<file path="src/rtl/core/bop_pkg.sv">
// ============================================================================
// bop_pkg
// Shared types and constants for the binomial option pricer core.
// ============================================================================
`default_nettype none

package bop_pkg;

    localparam logic [31:0] ONE_Q30  = 32'h4000_0000;
    localparam logic [63:0] HALF_Q30 = 64'h0000_0000_2000_0000;

    localparam logic [31:0] SPOT_RST = 32'd6553600;
    localparam logic [31:0] UP_RST   = 32'h4000_0000;
    localparam logic [30:0] DOWN_RST = 31'h4000_0000;
    localparam logic [30:0] PROB_RST = 31'h2000_0000;
    localparam logic [30:0] DISC_RST = 31'h4000_0000;
    localparam logic [8:0]  STEP_RST = 9'd1;

    localparam logic [2:0] REG_SPOT = 3'd0;
    localparam logic [2:0] REG_UP   = 3'd1;
    localparam logic [2:0] REG_DOWN = 3'd2;
    localparam logic [2:0] REG_PROB = 3'd3;
    localparam logic [2:0] REG_DISC = 3'd4;
    localparam logic [2:0] REG_STEP = 3'd5;

    typedef enum logic [4:0] {
        ST_IDLE, ST_U_W0, ST_U_MUL, ST_U_WR,
        ST_L_RD, ST_L_M1, ST_L_M2, ST_L_DP,
        ST_R_LD, ST_R_LD2, ST_R_RD, ST_R_M1, ST_R_M2, ST_R_M3, ST_R_WR,
        ST_F_RD, ST_F_WAIT, ST_FIN
    } state_t;

    typedef enum logic [2:0] {
        MUL_U, MUL_LEAF, MUL_DD, MUL_P, MUL_Q, MUL_DISC
    } mul_sel_t;

    typedef enum logic [1:0] {
        WR_CUR, WR_UCH, WR_LEAF, WR_ROLL
    } wr_src_t;

    typedef enum logic [1:0] {
        RD_J, RD_J1, RD_ZERO
    } rd_src_t;

    typedef struct packed {
        logic     start;
        logic     wr_en;
        wr_src_t  wr_src;
        logic     rd_en;
        rd_src_t  rd_src;
        logic     mul_en;
        mul_sel_t mul_sel;
        logic     j_inc;
        logic     j_dec;
        logic     j_clr;
        logic     i_load;
        logic     i_dec;
        logic     dpow_ld;
        logic     lo_ld_mem;
        logic     lo_ld_hi;
        logic     hi_ld;
        logic     acc_ld;
        logic     out_ld;
    } cmd_t;

    typedef struct packed {
        logic j_eq_n;
        logic j_zero;
        logic n_zero;
        logic last_node;
        logic i_one;
    } status_t;

    // (a*b + 2^29) >> 30, 34 bits kept for the saturation check
    function automatic logic [33:0] rnd_q30(input logic [63:0] prod);
        logic [63:0] s;
        s = prod + HALF_Q30;
        return s[63:30];
    endfunction

endpackage

`default_nettype wire

</file>
<file path="src/rtl/core/bop_ctrl.sv">
// ============================================================================
// bop_ctrl
// Sequencer: leaf build, payoff, roll-back and result hand-off.
// ============================================================================
`default_nettype none

module bop_ctrl
    import bop_pkg::*;
(
    input  wire logic    clk,
    input  wire logic    rst_n,
    input  wire logic    s_tvalid,
    output logic         s_tready,
    output logic         m_tvalid,
    input  wire logic    m_tready,
    input  wire status_t sts,
    output cmd_t         cmd
);

    state_t state_reg, state_next;
    logic   mvalid_reg, mvalid_next;

    always_ff @(posedge clk or negedge rst_n)
    begin
        if (!rst_n)
        begin
            state_reg  <= ST_IDLE;
            mvalid_reg <= 1'b0;
        end
        else
        begin
            state_reg  <= state_next;
            mvalid_reg <= mvalid_next;
        end
    end

    assign s_tready = (state_reg == ST_IDLE);
    assign m_tvalid = mvalid_reg;

    always_comb
    begin
        state_next  = state_reg;
        mvalid_next = mvalid_reg && !m_tready;
        cmd         = '0;
        cmd.wr_src  = WR_CUR;
        cmd.rd_src  = RD_J;
        cmd.mul_sel = MUL_U;
        case (state_reg)
            ST_IDLE:
            begin
                if (s_tvalid)
                begin
                    cmd.start  = 1'b1;
                    state_next = ST_U_W0;
                end
            end
            ST_U_W0:
            begin
                cmd.wr_en  = 1'b1;
                cmd.wr_src = WR_CUR;
                state_next = sts.n_zero ? ST_L_RD : ST_U_MUL;
            end
            ST_U_MUL:
            begin
                cmd.mul_en  = 1'b1;
                cmd.mul_sel = MUL_U;
                cmd.j_inc   = 1'b1;
                state_next  = ST_U_WR;
            end
            ST_U_WR:
            begin
                cmd.wr_en  = 1'b1;
                cmd.wr_src = WR_UCH;
                state_next = sts.j_eq_n ? ST_L_RD : ST_U_MUL;
            end
            ST_L_RD:
            begin
                cmd.rd_en  = 1'b1;
                cmd.rd_src = RD_J;
                state_next = ST_L_M1;
            end
            ST_L_M1:
            begin
                cmd.mul_en  = 1'b1;
                cmd.mul_sel = MUL_LEAF;
                state_next  = ST_L_M2;
            end
            ST_L_M2:
            begin
                cmd.wr_en   = 1'b1;
                cmd.wr_src  = WR_LEAF;
                cmd.mul_en  = 1'b1;
                cmd.mul_sel = MUL_DD;
                state_next  = ST_L_DP;
            end
            ST_L_DP:
            begin
                cmd.dpow_ld = 1'b1;
                if (sts.j_zero)
                begin
                    cmd.i_load = 1'b1;
                    state_next = sts.n_zero ? ST_F_RD : ST_R_LD;
                end
                else
                begin
                    cmd.j_dec  = 1'b1;
                    state_next = ST_L_RD;
                end
            end
            ST_R_LD:
            begin
                cmd.rd_en  = 1'b1;
                cmd.rd_src = RD_ZERO;
                state_next = ST_R_LD2;
            end
            ST_R_LD2:
            begin
                cmd.lo_ld_mem = 1'b1;
                state_next    = ST_R_RD;
            end
            ST_R_RD:
            begin
                cmd.rd_en  = 1'b1;
                cmd.rd_src = RD_J1;
                state_next = ST_R_M1;
            end
            ST_R_M1:
            begin
                cmd.hi_ld   = 1'b1;
                cmd.mul_en  = 1'b1;
                cmd.mul_sel = MUL_P;
                state_next  = ST_R_M2;
            end
            ST_R_M2:
            begin
                cmd.acc_ld  = 1'b1;
                cmd.mul_en  = 1'b1;
                cmd.mul_sel = MUL_Q;
                state_next  = ST_R_M3;
            end
            ST_R_M3:
            begin
                cmd.mul_en   = 1'b1;
                cmd.mul_sel  = MUL_DISC;
                cmd.lo_ld_hi = 1'b1;
                state_next   = ST_R_WR;
            end
            ST_R_WR:
            begin
                cmd.wr_en  = 1'b1;
                cmd.wr_src = WR_ROLL;
                if (sts.last_node)
                begin
                    if (sts.i_one)
                    begin
                        state_next = ST_F_RD;
                    end
                    else
                    begin
                        cmd.i_dec  = 1'b1;
                        cmd.j_clr  = 1'b1;
                        state_next = ST_R_LD;
                    end
                end
                else
                begin
                    cmd.j_inc  = 1'b1;
                    state_next = ST_R_RD;
                end
            end
            ST_F_RD:
            begin
                cmd.rd_en  = 1'b1;
                cmd.rd_src = RD_ZERO;
                state_next = ST_F_WAIT;
            end
            ST_F_WAIT:
            begin
                state_next = ST_FIN;
            end
            ST_FIN:
            begin
                if (!mvalid_reg || m_tready)
                begin
                    cmd.out_ld  = 1'b1;
                    mvalid_next = 1'b1;
                    state_next  = ST_IDLE;
                end
            end
            default:
            begin
                state_next = ST_IDLE;
            end
        endcase
    end

    a_accept_start: assert property (@(posedge clk) disable iff (!rst_n)
        (s_tvalid && s_tready) |-> cmd.start)
        else $error("accepted beat did not start a request");

    a_out_ld_valid: assert property (@(posedge clk) disable iff (!rst_n)
        cmd.out_ld |=> m_tvalid)
        else $error("result load did not raise valid");

    a_fin_waits: assert property (@(posedge clk) disable iff (!rst_n)
        (state_reg == ST_FIN && m_tvalid && !m_tready) |=> (state_reg == ST_FIN))
        else $error("result overwritten while stalled");

endmodule

`default_nettype wire

</file>
<file path="config.mk">
export PLATFORM = sky130hd
export DESIGN_NAME = bop_ctrl
export DESIGN_NICKNAME = d
export VERILOG_FILES = /design/src/rtl/core/bop_pkg.sv /design/src/rtl/core/bop_ctrl.sv
export SDC_FILE = /design/constraint.sdc
export NUM_CORES = 1
export LEC_CHECK = 0
export ABC_CLOCK_PERIOD_IN_PS = 1700
export CAP_MARGIN = 20
export CORE_AREA = 3 3 49 51
export DETAILED_ROUTE_END_ITERATION = 16
export DIE_AREA = 0 0 52 54
export DONT_BUFFER_PORTS = 1
export RECOVER_POWER = 50
export SKIP_LAST_GASP = 1
export SLEW_MARGIN = 30
export SYNTH_ARGS = -nofsm -noshare
export SYNTH_HDL_FRONTEND = slang
export SYNTH_SLANG_ARGS = --single-unit
</file>
<file path="constraint.sdc">
create_clock -name clk -period 1.7 [get_ports clk]
set_input_delay 0.34 -clock clk [delete_from_list [all_inputs] [get_ports clk]]
set_output_delay 0.34 -clock clk [all_outputs]
set_load 0.03 [all_outputs]
</file>
==> run summary <==
For this design the top-level I/O count stands at 33. The top cell type by area accounts for 20.2% of the synthesized area. Summing all flip-flop and latch instances after layout gives 155 sq um. The run gives 733 sq um as the area of the multi-input gates. For this run, design rule violations remaining after detail routing come to 0.

Setup violations remaining at the end of the flow were counted as 17. For the CTS buffer count, the log shows 3. Including well taps, the total number of placed cells is 164.

The routed wire length on met2 was 1.50 mm. CTS saw 6 sinks. From bottom edge to top edge, the die measures 54 um. The run gives 1 as the deepest level of the CTS H-tree. The class of the worst hold path was input pin to flip-flop. Number of flip-flops under the largest register name: 5. The number of flip-flops and latches in the synthesized netlist is 6. After synthesis, the mean cell area works out to 6.76 sq um.

For the filler cell count, the log shows 146. The logs give 2810 sq um for the area of the die and 0.00889 ns for the setup skew after layout. The first routing iteration left 43 violations. The clock transition time at the flip-flop clock pins of the worst setup and hold paths works out to 0.05 ns. The type of origin of the critical path is a flip-flop.

Dividing the detail-routed wire length by the instance count gives 16.6 um. The final count of pins violating max slew is 0. Synthesis produced a netlist whose cell count is 110.

sky130_fd_sc_hd__dfrtp_1 takes more of the synthesized area than any other cell. Number of standard-cell rows in the floorplan: 16. The checks that failed: setup timing. The tree is rooted in a sky130_fd_sc_hd__clkbuf_4.

Data on the critical path is required at its endpoint by 1.36 ns. Leaving out filler cells and counting taps, the final layout contains 183. After detailed routing, the number of vias per cell comes to 5.83. Measured against its own limit, the worst slew margin works out to 79.8%. Data on the critical path arrives at its endpoint at 1.58 ns. Detailed routing placed a total of 288 um of wire on met3. For this run, the detailed router's first-pass iteration total came to 4.

The first global-routing pass estimated 4.33 mm of wire. For the final weighted congestion in routability-driven placement, the log shows 0.839. Power per unit of standard cell area: 2020 nW/um^2. The maximum clock path buffer count came out at 2.

The number of antenna violations at the first check in global routing is 0. Along the worst path, the maximum fanout reaches 5. Once detail routing completed, the nets flagged for antenna violations numbered 0. During synthesis, Yosys emitted a total of 0 warnings. The sum of net half-perimeters after detailed placement came out at 1.68 mm. The final worst slack was -0.223 ns. Setup repair after global routing could not meet its margin everywhere. For the pin with the worst max-slew slack, the measured transition is 0.301 ns.

The time the worst path needs with I/O delays and setup works out to 1.92 ns. The run gives 0 as the diode insertion count for antenna repair. TritonCTS built the clock tree.

For this run, asynchronously set or reset flops after synthesis account for 100%. The width of the die was 52 um. The number of distinct standard cells referenced by the synthesized netlist was 35; the number of failing hold endpoints at the final stage was 0.

The worst-case hold slack is 0.269 ns, and the global-route total usage across every layer is 21.1%. The tools report the leakage power summed over all cells as 0.000623 uW. The setup path with the least slack is of type flip-flop to output pin. After the last flow step, the layout net total stands at 167.

The capturing element type of the critical path was an output pin. The run finished, with violations left. The number of global-route vias before repair is 967.

Of the synthesized area, sequential elements account for 20.2%. The period utilization was 113%; the later-pin clock latency in the skew report was 0.26 ns. After floorplanning, the core was sized to cover 1980 sq um. The number of vias after detailed routing is 1066. The tools report the starting utilization of the core area as 37.5%.

The number of enable-type register cells in the synthesized netlist was 0; the post-detailed-routing wire length was 3.03 mm. The most used flip-flop cell after synthesis was sky130_fd_sc_hd__dfrtp_1. Counting every net in the synthesized netlist gives 119.

In the post-synthesis netlist, the biggest area contributors are sky130_fd_sc_hd__dfrtp_1, sky130_fd_sc_hd__nand2b_1, sky130_fd_sc_hd__nor2_1. The run gives 520 MHz as the highest clock rate. The count of input and output buffers is 0. Compared with the post-synthesis result, the final layout area differs by 92.1%. Of the cells placed in the final design, the portion with a size suffix greater than 1 is 60.3%.

Highest signal layer in the routed design: met4. The cell area that synthesis handed to floorplanning was 743 sq um. The max capacitance violation total was 0; the pin count of the biggest net entering global routing was 15.

After detailed routing, the wire length on met1 is 1.08 mm. The maximum vdd ir drop was 1.33 mV; the global-route congestion overflow total was 0.
-- metal layers --
layer,vias to the layer above,global-route usage [%]
li1,481,-
met5,-,0
met2,75,37.0
met4,0,10.0
met1,493,24.4
met3,17,4.43
-- placed cells by master, fill, tap and decap left out, types with 3 or more instances in the layout --
cell type,netlist,layout
sky130_fd_sc_hd__a21oi_1,8,5
sky130_fd_sc_hd__a21oi_2,0,3
sky130_fd_sc_hd__buf_4,1,34
sky130_fd_sc_hd__buf_6,0,16
sky130_fd_sc_hd__clkbuf_4,0,3
sky130_fd_sc_hd__dfrtp_2,0,4
sky130_fd_sc_hd__nand2_1,5,3
sky130_fd_sc_hd__nand2b_1,11,5
sky130_fd_sc_hd__nand2b_4,0,5
sky130_fd_sc_hd__nand3_1,4,3
sky130_fd_sc_hd__nor2_1,14,12
sky130_fd_sc_hd__nor2b_1,6,3
sky130_fd_sc_hd__nor3_2,0,4
sky130_fd_sc_hd__nor3_4,0,3
sky130_fd_sc_hd__o21ai_0,8,8
-- worst paths after layout --
| path | start | to | slack, ns | cells after the start |
|---|---|---|---|---|
| worst max-delay path | state_reg[2] | cmd[21] | -0.22 | 4 |
| worst min-delay path | sts[1] | state_reg[2] | 0.27 | 2 |
| worst max register to register | state_reg[3] | state_reg[2] | 0.01 | 8 |
| worst min register to register | m_tvalid | m_tvalid | 0.60 | 2 |
| max in group asynchronous | rst_n | state_reg[1] | 1.05 | 1 |
| min in group asynchronous | rst_n | m_tvalid | 0.39 | 1 |
-- final cells by class --
cell class,count,area share [%]
Sequential cell,6,10.9
Inverter,2,0.526
Clock buffer,3,1.58
Tap cell,27,2.37
Multi-Input combinational cell,91,51.4
Timing Repair Buffer,54,33.3
-- timing repair --
action	4_1_cts	5_1_grt
hold buffers	1	0
endpoints found under the hold margin	6	0
pin swaps	7	9
buffers inserted	12	4
cloned	1	0
setup endpoints to repair	23	24
gates resized for setup	29	22
-- metrics by stage --
stage	util, %	cell area [sq um]	TNS, ns	total power (uW)	setup slack [ns]
after floorplan	-	793	-1.89	1460	-0.235
after global placement	54.1	1070	0	2010	0.0680
after detailed placement	54.1	1070	0	2030	0.0255
after CTS	65.3	1290	-1.44	2550	-0.198
after global routing	72.0	1430	-3.24	3040	-0.282
final	72.0	1430	-1.73	2880	-0.223
-- worst max-delay path, cell delays in order, from the launching register on --
cell and delay [ns]:
sky130_fd_sc_hd__dfrtp_2 0.44, sky130_fd_sc_hd__or2_1 0.23, sky130_fd_sc_hd__or3_4 0.35, sky130_fd_sc_hd__nor2_4 0.10
sky130_fd_sc_hd__and2_4 0.20
-- kinds of logic (layout without fill, tap and decap cells) --
family	after synthesis	count (layout)	share of synthesized area [%]
AOI/OAI and AO/OA	27	27	22.7
DFF	6	6	20.2
buffers and inverters	13	59	8.08
muxes	3	3	4.71
and+or+nand+nor	61	61	44.3
-- synthesized netlist by cell type, types with 2 or more instances --
| master | instances |
|---|---|
| sky130_fd_sc_hd__a21oi_1 | 8 |
| sky130_fd_sc_hd__a22oi_1 | 2 |
| sky130_fd_sc_hd__and2_1 | 2 |
| sky130_fd_sc_hd__buf_2 | 6 |
| sky130_fd_sc_hd__clkbuf_1 | 3 |
| sky130_fd_sc_hd__dfrtp_1 | 6 |
| sky130_fd_sc_hd__inv_1 | 2 |
| sky130_fd_sc_hd__mux2i_1 | 2 |
| sky130_fd_sc_hd__nand2_1 | 5 |
| sky130_fd_sc_hd__nand2b_1 | 11 |
| sky130_fd_sc_hd__nand3_1 | 4 |
| sky130_fd_sc_hd__nor2_1 | 14 |
| sky130_fd_sc_hd__nor2b_1 | 6 |
| sky130_fd_sc_hd__nor3_1 | 9 |
| sky130_fd_sc_hd__nor3b_1 | 2 |
| sky130_fd_sc_hd__nor4_1 | 2 |
| sky130_fd_sc_hd__o21ai_0 | 8 |
-- where the power goes --
| group | internal, uW | total, uW | switching [uW] |
|---|---|---|---|
| registers | 204 | 295 | 90.7 |
| logic | 1110 | 2440 | 1330 |
| clock network | 80.4 | 140 | 59.5 |
(Power assumes the default switching activity.)
